==> src/sv/sdram_controller_config_regs_assert.svh <==
// assertion helpers for the sdram config register block
`ifndef SDRAM_CONTROLLER_CONFIG_REGS_ASSERT_SVH
`define SDRAM_CONTROLLER_CONFIG_REGS_ASSERT_SVH

// clocked check, off while reset is held
`define SDCR_ASSERT(lbl, prop, msg) \
  lbl: assert property (@(posedge clk_i) disable iff (!rst_ni) prop) else $error(msg);

// clocked check that also runs during reset
`define SDCR_ASSERT_ALWAYS(lbl, prop, msg) \
  lbl: assert property (@(posedge clk_i) prop) else $error(msg);

`endif

==> src/sv/sdcr_pkg.sv <==
`default_nettype none

package sdcr_pkg;

  typedef enum logic [2:0] {
    SelRevid    = 3'd0,
    SelCfg      = 3'd1,
    SelRefresh  = 3'd2,
    SelTim1     = 3'd3,
    SelTim2     = 3'd4,
    SelCfg2     = 3'd5,
    SelPriority = 3'd6
  } sel_e;

  localparam logic CmdRead  = 1'b0;
  localparam logic CmdWrite = 1'b1;

  localparam logic [3:0] WriteSize = 4'd4;

  localparam logic [31:0] RevisionWord  = 32'h4033_131f;
  localparam logic [31:0] CfgReset      = 32'h0001_0620;
  localparam logic [31:0] RefreshReset  = 32'h0000_04e2;
  localparam logic [31:0] Tim1Reset     = 32'h14d9_3a90;
  localparam logic [31:0] Tim2Reset     = 32'h700a_0007;
  localparam logic [31:0] Cfg2Reset     = 32'h0000_0000;
  localparam logic [7:0]  PriorityReset = 8'hff;

  localparam int unsigned CfgBootBit   = 23;
  localparam int unsigned CfgEnableBit = 16;
  localparam int unsigned CfgTimeBit   = 15;

  localparam logic [31:0] CfgLegalBits  = 32'h0681_CE77;
  localparam logic [31:0] CfgGuarded    = 32'h0601_0000;
  localparam logic [31:0] CfgCasField   = 32'h0000_0E00;
  localparam logic [31:0] RfcLegalBits  = 32'hC080_FFFF;
  localparam logic [31:0] Tim2LegalBits = 32'h787F_001F;
  localparam logic [31:0] Cfg2LegalBits = 32'h0007_0007;
  localparam logic [31:0] PrioLegalBits = 32'h0000_00FF;
  localparam logic [15:0] RateFloor     = 16'h0100;

  localparam int unsigned InDataW   = 72;
  localparam int unsigned InUserW   = 4;
  localparam int unsigned OutDataW  = 72;

endpackage

`default_nettype wire

==> src/sv/sdram_controller_config_regs.sv <==
// sdram controller configuration register block
// input stream: one bus access per request; tuser carries the command and
// register select, tdata the write value, access size and commit flag
// output stream: one result per request with ok, read data, the sdram
// enable bit and the init counter as they stand after the access
// a request is registered on entry, then decoded, checked and applied to the
// register file once the output stage can advance, while the result is registered
// throughput is one request per cycle unless the receiver stalls; the register
// file update is the only loop
// when the receiver stalls, the result holds and one more request waits in
// the input register; after that tready drops until the result is taken
// reset clears both valid flags and loads the documented register defaults
// probe writes (commit low) answer legality without changing anything
`default_nettype none

`include "sdram_controller_config_regs_assert.svh"

module sdram_controller_config_regs
  import sdcr_pkg::*;
(
  input  wire logic                clk_i,
  input  wire logic                rst_ni,
  input  wire logic                s_axis_tvalid_i,
  output      logic                s_axis_tready_o,
  // write_value[63:0], access_size[67:64], commit[68], zero pad
  input  wire logic [InDataW-1:0]  s_axis_tdata_i,
  // cmd[0], reg_select[3:1]
  input  wire logic [InUserW-1:0]  s_axis_tuser_i,
  output      logic                m_axis_tvalid_o,
  input  wire logic                m_axis_tready_i,
  // ok[0], read_data[32:1], sdram_enabled[33], init_count[65:34], zero pad
  output      logic [OutDataW-1:0] m_axis_tdata_o
);

  logic        in_vld_q;
  logic        in_cmd_q;
  logic [2:0]  in_sel_q;
  logic [63:0] in_val_q;
  logic [3:0]  in_size_q;
  logic        in_commit_q;

  logic        out_vld_q;
  logic        out_ok_q;
  logic [31:0] out_data_q;

  logic [31:0] cfg_q, cfg_d;
  logic [31:0] rfc_q, rfc_d;
  logic [31:0] tim1_q, tim1_d;
  logic [31:0] tim2_q, tim2_d;
  logic [31:0] cfg2_q, cfg2_d;
  logic [7:0]  prio_q, prio_d;
  logic [31:0] init_q, init_d;

  logic        advance;
  logic        ok_d;
  logic [31:0] data_d;
  logic [31:0] v;
  logic        shape_ok;
  logic        apply;
  logic        cfg_legal;
  logic        cfg2_legal;
  logic [31:0] cfg_next;
  logic [15:0] rate;
  logic [2:0]  cas, banks, page, arr, rows;

  assign advance         = !out_vld_q || m_axis_tready_i;
  assign s_axis_tready_o = !in_vld_q || advance;

  always_comb begin
    v        = in_val_q[31:0];
    shape_ok = (in_size_q == WriteSize) && (in_val_q[63:32] == 32'd0);
    apply    = in_vld_q && advance && in_commit_q && (in_cmd_q == CmdWrite) && shape_ok;

    cas   = v[11:9];
    banks = v[6:4];
    page  = v[2:0];
    cfg_legal = ((v & ~CfgLegalBits) == 32'd0) && (cas >= 3'd2) && (cas <= 3'd3) &&
                (banks <= 3'd2) && (page <= 3'd3);
    arr  = v[18:16];
    rows = v[2:0];
    cfg2_legal = ((v & ~Cfg2LegalBits) == 32'd0) && (arr != 3'd3) && (arr != 3'd4) &&
                 (arr != 3'd7) && (rows <= 3'd5);

    cfg_next = (v & ~CfgGuarded) | (cfg_q & CfgGuarded);
    if (cfg_q[CfgBootBit]) begin
      cfg_next = (cfg_next & ~CfgGuarded) | (v & CfgGuarded);
    end
    if (!v[CfgTimeBit]) begin
      cfg_next = (cfg_next & ~CfgCasField) | (cfg_q & CfgCasField);
    end

    rate = v[15:0];
    if (rate < RateFloor) begin
      rate = {8'd0, tim1_q[31:25], 1'b0};
    end

    cfg_d  = cfg_q;
    rfc_d  = rfc_q;
    tim1_d = tim1_q;
    tim2_d = tim2_q;
    cfg2_d = cfg2_q;
    prio_d = prio_q;
    init_d = init_q;
    ok_d   = 1'b0;
    data_d = 32'd0;

    if (in_cmd_q == CmdRead) begin
      ok_d = 1'b1;
      case (sel_e'(in_sel_q))
        SelRevid:    data_d = RevisionWord;
        SelCfg:      data_d = cfg_q;
        SelRefresh:  data_d = rfc_q;
        SelTim1:     data_d = tim1_q;
        SelTim2:     data_d = tim2_q;
        SelCfg2:     data_d = cfg2_q;
        SelPriority: data_d = {24'd0, prio_q};
        default: begin
          ok_d   = 1'b0;
          data_d = 32'd0;
        end
      endcase
    end else if (shape_ok) begin
      case (sel_e'(in_sel_q))
        SelCfg: begin
          ok_d = cfg_legal;
          if (apply && cfg_legal) begin
            cfg_d  = cfg_next;
            init_d = init_q + 32'd1;
          end
        end
        SelRefresh: begin
          ok_d = ((v & ~RfcLegalBits) == 32'd0);
          if (apply && ok_d) begin
            rfc_d = {v[31:16], rate};
          end
        end
        SelTim1: begin
          ok_d = (v[2:0] == 3'd0) && (v[15:11] >= {2'd0, v[21:19]});
          if (apply && ok_d && cfg_q[CfgTimeBit]) begin
            tim1_d = v;
          end
        end
        SelTim2: begin
          ok_d = ((v & ~Tim2LegalBits) == 32'd0);
          if (apply && ok_d && cfg_q[CfgTimeBit]) begin
            tim2_d = v;
          end
        end
        SelCfg2: begin
          ok_d = cfg2_legal;
          if (apply && cfg2_legal) begin
            cfg2_d = v;
            init_d = init_q + 32'd1;
          end
        end
        SelPriority: begin
          ok_d = ((v & ~PrioLegalBits) == 32'd0);
          if (apply && ok_d) begin
            prio_d = v[7:0];
          end
        end
        default: ok_d = 1'b0;
      endcase
    end
  end

  always_ff @(posedge clk_i or negedge rst_ni) begin
    if (!rst_ni) begin
      in_vld_q  <= 1'b0;
      out_vld_q <= 1'b0;
      cfg_q     <= CfgReset;
      rfc_q     <= RefreshReset;
      tim1_q    <= Tim1Reset;
      tim2_q    <= Tim2Reset;
      cfg2_q    <= Cfg2Reset;
      prio_q    <= PriorityReset;
      init_q    <= 32'd0;
    end else begin
      if (s_axis_tready_o) begin
        in_vld_q <= s_axis_tvalid_i;
      end
      if (advance) begin
        out_vld_q <= in_vld_q;
      end
      cfg_q  <= cfg_d;
      rfc_q  <= rfc_d;
      tim1_q <= tim1_d;
      tim2_q <= tim2_d;
      cfg2_q <= cfg2_d;
      prio_q <= prio_d;
      init_q <= init_d;
    end
  end

  always_ff @(posedge clk_i) begin
    if (s_axis_tready_o && s_axis_tvalid_i) begin
      in_cmd_q    <= s_axis_tuser_i[0];
      in_sel_q    <= s_axis_tuser_i[3:1];
      in_val_q    <= s_axis_tdata_i[63:0];
      in_size_q   <= s_axis_tdata_i[67:64];
      in_commit_q <= s_axis_tdata_i[68];
    end
    if (advance && in_vld_q) begin
      out_ok_q   <= ok_d;
      out_data_q <= data_d;
    end
  end

  assign m_axis_tvalid_o = out_vld_q;
  assign m_axis_tdata_o  = {6'd0, init_q, cfg_q[CfgEnableBit], out_data_q, out_ok_q};

  `SDCR_ASSERT(a_init_step, 1'b1 |=> (init_q == $past(init_q) || init_q == $past(init_q) + 32'd1), "init counter moved by more than one")
  `SDCR_ASSERT(a_tim_locked, !cfg_q[CfgTimeBit] |=> ($stable(tim1_q) && $stable(tim2_q)), "timing register changed while locked")
  `SDCR_ASSERT(a_guard_locked, !cfg_q[CfgBootBit] |=> $stable(cfg_q[CfgEnableBit]), "sdram enable changed without boot unlock")
  `SDCR_ASSERT_ALWAYS(a_stall_only, !s_axis_tready_o |-> (in_vld_q && m_axis_tvalid_o && !m_axis_tready_i), "input stalled without a blocked result")

endmodule

`default_nettype wire
==> config.mk <==
export PLATFORM = sky130hd
export DESIGN_NAME = sdram_controller_config_regs
export DESIGN_NICKNAME = d
export VERILOG_FILES = /design/src/sv/sdcr_pkg.sv /design/src/sv/sdram_controller_config_regs.sv
export VERILOG_INCLUDE_DIRS = /design/src /design/src/sv
export SDC_FILE = /design/constraint.sdc
export NUM_CORES = 1
export LEC_CHECK = 0
export ABC_AREA = 1
export ABC_CLOCK_PERIOD_IN_PS = 2200
export BUFFER_PORTS_ARGS = -buffer_cell sky130_fd_sc_hd__buf_2
export CORE_MARGIN = 8
export CORE_UTILIZATION = 53
export CTS_CLUSTER_SIZE = 12
export DETAILED_ROUTE_END_ITERATION = 16
export GPL_TIMING_DRIVEN = 0
export PLACE_DENSITY = 0.87
export SLEW_MARGIN = 5
export SYNTH_ARGS = -nofsm -noshare
export SYNTH_HDL_FRONTEND = slang
export SYNTH_SLANG_ARGS = --single-unit
==> constraint.sdc <==
create_clock -name clk_i -period 2.2 [get_ports clk_i]
set_input_delay 0.44 -clock clk_i [delete_from_list [all_inputs] [get_ports clk_i]]
set_output_delay 0.44 -clock clk_i [all_outputs]
set_load 0.1 [all_outputs]
* Word-level counts from Yosys, hierarchy flattened
Cells that the tools add are included.
** Storage, ports and cells
- Word-level logic and storage cells :: 94
- Bits of input ports :: 80
- Output and inout port bits :: 74
- Register bits :: 308
** Cells by class
- $add $sub $neg :: 1
- Bitwise operators :: 3
- Equality and inequality tests :: 12
- Order comparisons :: 7
- Reduce and logical (&&, ||, !) cells :: 44
- Muxes and demuxes :: 11
** Operators with widths (count)
- 32-bit one-hot mux with 7 select lines :: 1
- 32-bit logical NOT :: 6
- 32-bit 2-to-1 mux :: 4
- 32-bit by 27-bit OR with 32-bit output :: 2
- 32-bit one-hot mux with 2 select lines :: 1
- 32-bit by 1-bit adder with 32-bit output (second input constant) :: 1
- 32-bit by 12-bit OR with 32-bit output :: 1
- 4-bit AND reduction :: 6
- 1-bit logical AND :: 23
- 16-bit by 9-bit less-than comparator with 1-bit output (second input constant) :: 1
- 16-bit 2-to-1 mux :: 1
- 3-bit == test (second input constant) :: 3
- 3-bit by 2-bit less-or-equal comparator with 1-bit output (second input constant) :: 3
- 7-bit OR reduction :: 1
- 3-bit by 2-bit == test with 1-bit output (second input constant) :: 2
- 3-bit logical NOT :: 2
- 3-bit inequality test (second input constant) :: 2
- 1-bit one-hot mux with 6 select lines :: 1
- 5-bit by 3-bit greater-or-equal comparator with 1-bit output :: 1
- 5-bit AND reduction :: 1
- 4-bit by 3-bit == test with 1-bit output (second input constant) :: 1
- 2-bit inequality test (second input constant) :: 2
- 3-bit by 1-bit == test with 1-bit output (second input constant) :: 1
- 3-bit by 2-bit greater-or-equal comparator with 1-bit output (second input constant) :: 1
- 6 further kinds :: 10

* Logic depth before layout (Yosys ltp)
- Depth after elaboration :: 9
- Mapped depth :: 13
- Gate-level depth less buffers :: 12

* Worst setup path after synthesis
Ideal clock, no wire load.
- Kind :: flip-flop to flip-flop
- From :: register out_vld_q, in the netlist m_axis_tvalid_o
- To :: register in_cmd_q (enable)
- Period minus slack after synthesis :: 3.763 ns
- Cell stages (with the launch flop) :: 4
- Arrival :: 3.336 ns
- Setup time :: 0.427 ns
- Required time :: 1.773 ns
- Buffers on the path :: 0
- Slack :: -1.563 ns
- Cell sequence :: dfrtp_1 nand3_1 nand2_1 inv_1
** On the way
- Longest elaborated chain between the ends :: 4
** RTL lines
- from (decl) :: line sdram_controller_config_regs.sv:42 : logic out_vld_q;
- from (signal assigned) :: line sdram_controller_config_regs.sv:183 : out_vld_q <= in_vld_q;
- 1-bit logical NOT :: line sdram_controller_config_regs.sv:66 : assign advance = !out_vld_q || m_axis_tready_i;
- 1-bit logical OR :: line sdram_controller_config_regs.sv:66
- 1-bit logical OR :: line sdram_controller_config_regs.sv:67 : assign s_axis_tready_o = !in_vld_q || advance;
- net s_axis_tready_o :: line sdram_controller_config_regs.sv:24 : output logic s_axis_tready_o,
- 1-bit logical AND :: line sdram_controller_config_regs.sv:196 : if (s_axis_tready_o && s_axis_tvalid_i) begin
- to (signal assigned) :: line sdram_controller_config_regs.sv:197 : in_cmd_q <= s_axis_tuser_i[0];
- to (decl) :: line sdram_controller_config_regs.sv:36 : logic in_cmd_q;
The timed path passes the listed nets, and every way through them passes these cells.
A chain may end at the register's enable or synchronous reset.

* Worst setup path after layout
- From :: register in_sel_q[2]
- To :: register out_data_q[9], data pin
** On the way
- Longest elaborated chain between the ends :: 2
- Elaborated cells between the ends (all ways) :: 8
- Those cells by class :: 6 x eq/ne; 1 x mux; 1 x reduce/logical
** RTL lines
- from (decl) :: line sdram_controller_config_regs.sv:37 : logic [2:0] in_sel_q;
- from (signal assigned) :: line sdram_controller_config_regs.sv:198 : in_sel_q <= s_axis_tuser_i[3:1];
- 3-bit == test (tied with other cells) :: line sdram_controller_config_regs.sv:109 : case (sel_e'(in_sel_q))
- 32-bit one-hot mux with 7 select lines * :: line sdram_controller_config_regs.sv:109
- to (signal assigned) :: line sdram_controller_config_regs.sv:205 : out_data_q <= data_d;
- to (decl) :: line sdram_controller_config_regs.sv:44 : logic [31:0] out_data_q;
Every way passes the cells marked *; elsewhere a longest branch is shown, timed or not.

==> impl_metrics.yaml <==
run_status:
  outcome: "finished with violations"
  violations: "setup timing"
global_route:
  overflow: 0
  grt_pass1_vias: 10940
  grt_first_pass_wirelength_mm: 59.29
  antenna_found_initial: 3
  gr-usage-all-layers: 0.2480
  grt_max_degree: 104
finish:
  nFillCells: 1832
  seqCellArea_um2: 8294
  syn_to_final_growth_pct: 20.67
  multi_input_area_um2: 4195
  final_common_cell: "nand2_1"
  drive_above_1_share: 0.2247
  final_cell_mix: "nand2_1 (404), dfrtp_1 (159), buf_2 (153)"
  nNetsFinal: 1661
  fin_cells: 1927
power_and_ir_drop:
  clkPwrFrac: 0.417
  switching_share: 0.2656
  seqPwrFrac: 0.479
  pwr-share-comb: 0.104
  p_int_w: 0.009599
  leakagePower_nw: 7.611
  ir_drop_uv: 823.4
  switchingPower_w: 0.003471
  power.density_nw_per_um2: 825.4
synthesis:
  syn_avg_cell_area_um2: 9.572
  synth_top_family_by_area: "simple AND/OR/NAND/NOR gates"
  yosysSeqAreaShare: 0.6314
  synth-compound-area-share: 0.08162
  ys_types: 41
  synth-main-ff-cell: "dfrtp_1"
  synthAdderAreaFrac: 0.003814
  synth_xor_area_frac: 0.01068
  synthMuxAreaShare: 0
  synth-simple-area-share: 0.2060
  synth_edf_count: 106
  async_flop_share: 0.6558
  yosys_warnings: 0
  synthCells: 1371
  synth_area_um2: 13120
  synth_seq_cells: 308
timing:
  whs_ns: 0.09410
  clock_skew_ns: 0.01942
  drv_slew: 0
  period_needed_ns: 2.302
  finalCritPeriodShare: 1.047
  fmax_mhz: 434.3
  final_hold_viol_count: 0
  max_slew_margin: 0.4784
  finalSetupViolations: 20
  setup_slack_ns: -0.1025
  finalSetupTns_ns: -0.5433
  rsz0062_at_grt: "yes"
  worst_pin_slew_ns: 0.7808
route:
  drt-total-wl_mm: 38.47
  drt-initial-drc-count: 1662
  remaining_drc_errors: 0
  vias: 11070
  wire_per_inst_um: 19.96
  drtAntennaViolNets: 0
  viasPerCell: 5.742
  firstDrtPassIters: 6
worst_setup_path:
  worst-path-buf-inv: 3
  cp_cell_sequence: "inv_4 -> nand3_1 -> inv_1 -> clkbuf_2 -> a22oi_1 -> a41oi_1"
  critical_path.max_stage_delay_ns: 0.52
  path_class: "flop to flop"
  start_kind: "flop"
  worstPathRequired_ns: 2.49
  crit_slowest_cell: "edfxtp_1"
  cp_top_family: "buffers and inverters"
  crit_path_max_fanout: 10
  end_kind: "flop"
  arrival_ns: 2.59
clocking:
  clk_pin_slew_worst_paths_ns: 0.06
  tritoncts: "built"
  clock-sinks: 308
  numCtsBuffers: 34
  htree_levels: 2
  cts_root_buf: "clkbuf_16"
  clockBufferDepth: 3
  clock_latency_ns: 0.53
floorplan:
  start_util: 0.5396
  fp-row-count: 57
  fp.dieArea_um2: 30050
  dieHeight_um: 173.4
  core_um2: 24320
  die_w_um: 173.4
  boundaryPins: 154
place:
  dpl.hpwl_mm: 25.92
  post-place-ws_ns: -0.5268
  gp_congestion: 0.9212
  place_inst: 1845
  numPortBuffers: 144
worst_hold_path:
  hold_class: "input port to flop"
flow_run:
  cap_violations: 0
## worst register-to-register path: stages, from the launching register on
cell	delay (ns)
edfxtp_1	0.52
inv_4	0.25
nand3_1	0.23
inv_1	0.18
clkbuf_2	0.34
a22oi_1	0.19
a41oi_1	0.38
## timing repair
item                                   4_1_cts  5_1_grt
hold buffers                                 1        0
gates cloned                                 1        1
buffers inserted                             8       10
endpoints found under the hold margin       78        0
setup endpoints to repair                  264      196
pin swaps                                    4        5
resized for setup                           48       77
## logic make-up after synthesis
kind of cell    count (synthesis)
xor+xnor                       16
other cells                     1
buf+inv                       216
simple gates                  647
compound gates                179
flops                         308
fa+ha+maj                       4
## layout make-up
type	count	area share
sequential	308	0.5238
multi-input combinational	852	0.2649
clock buffer	53	0.06147
timing repair buffer	165	0.05736
inverter	155	0.03737
tap	324	0.02560
buffer	60	0.02276
clock inverter	8	0.006084
timing repair inverter	1	0.0004741
antenna	1	0.0001580
## state kept, by name (all words and copies together), names as in the netlist, 8 cells and up
signal	count
prio_q	8
tim1_q	32
cfg2_q	32
rfc_q	32
in_val_q	64
out_data_q	32
cfg_q	32
init_q	32
tim2_q	32
## Yosys cell counts (2+ instances only)
| library cell | n | area share |
|---|---|---|
| a211oi_1 | 2 | 0.0011 |
| dfstp_2 | 38 | 0.076 |
| buf_1 | 4 | 0.0011 |
| xnor2_1 | 4 | 0.0027 |
| edfxtp_1 | 106 | 0.24 |
| buf_6 | 2 | 0.0017 |
| xor2_1 | 12 | 0.0080 |
| and3_1 | 2 | 0.00095 |
| o21ai_1 | 5 | 0.0019 |
| a22o_1 | 4 | 0.0027 |
| nor2_1 | 117 | 0.033 |
| a21oi_1 | 16 | 0.0061 |
| nand4_1 | 43 | 0.020 |
| inv_1 | 152 | 0.043 |
| nand3_1 | 37 | 0.014 |
| dfrtp_1 | 164 | 0.31 |
| buf_4 | 9 | 0.0051 |
| a22oi_1 | 12 | 0.0069 |
| a221oi_1 | 21 | 0.014 |
| clkbuf_1 | 39 | 0.011 |
| nand3b_1 | 11 | 0.0063 |
| nor3_1 | 16 | 0.0061 |
| inv_2 | 2 | 0.00057 |
| buf_2 | 7 | 0.0027 |
| nor2_2 | 2 | 0.00095 |
| nand2_1 | 412 | 0.12 |
| ha_1 | 4 | 0.0038 |
| o21ai_0 | 104 | 0.040 |
| a41oi_1 | 10 | 0.0067 |
| a31oi_1 | 3 | 0.0014 |
## through the flow
| stage | utilization | total power, W | instance area, µm² |
|---|---|---|---|
| floorplan | - | 0.007241 | 13170 |
| global placement | 0.5880 | 0.007623 | 14300 |
| detailed placement | 0.5895 | 0.007650 | 14340 |
| CTS | 0.6414 | 0.01307 | 15600 |
| global route | 0.6510 | 0.01342 | 15830 |
| finish | 0.6511 | 0.01307 | 15840 |
## power groups by stage
| stage | clock (W) | sequential [W] | combinational, W |
|---|---|---|---|
| final | 0.00545 | 0.00626 | 0.00135 |
| after global routing | 0.00573 | 0.00627 | 0.00142 |
| after CTS | 0.00549 | 0.00626 | 0.00132 |
| after detailed placement | 0 | 0.00637 | 0.00128 |
| after global placement | 0 | 0.00636 | 0.00126 |
| after floorplan | 0 | 0.00688 | 0.000361 |
## metal layers
metal | share of wire | vias to the layer above | wire length [µm] | GRT usage
li1 | - | 4897 | - | -
met1 | 0.38 | 5192 | 14560 | 0.3235
met2 | 0.44 | 827 | 17090 | 0.3652
met3 | 0.14 | 145 | 5263 | 0.08822
met4 | 0.040 | 4 | 1538 | 0.1171
met5 | 0.00055 | - | 21 | 0
## final timing paths
path	startpoint	to	slack, ns	cells after the start
worst min register to register	tim2_q[26]	tim2_q[26]	0.47	2
max in group asynchronous	rst_ni	m_axis_tvalid_o	0.62	3
worst min-delay path	s_axis_tdata_i[55]	in_val_q[55]	0.09	1
worst max-delay path	in_sel_q[2]	out_data_q[9]	-0.10	6
min in group asynchronous	rst_ni	cfg2_q[6]	0.54	2
worst max register to register	in_sel_q[2]	out_data_q[9]	-0.10	6
Power figures use the tool's default switching activity.
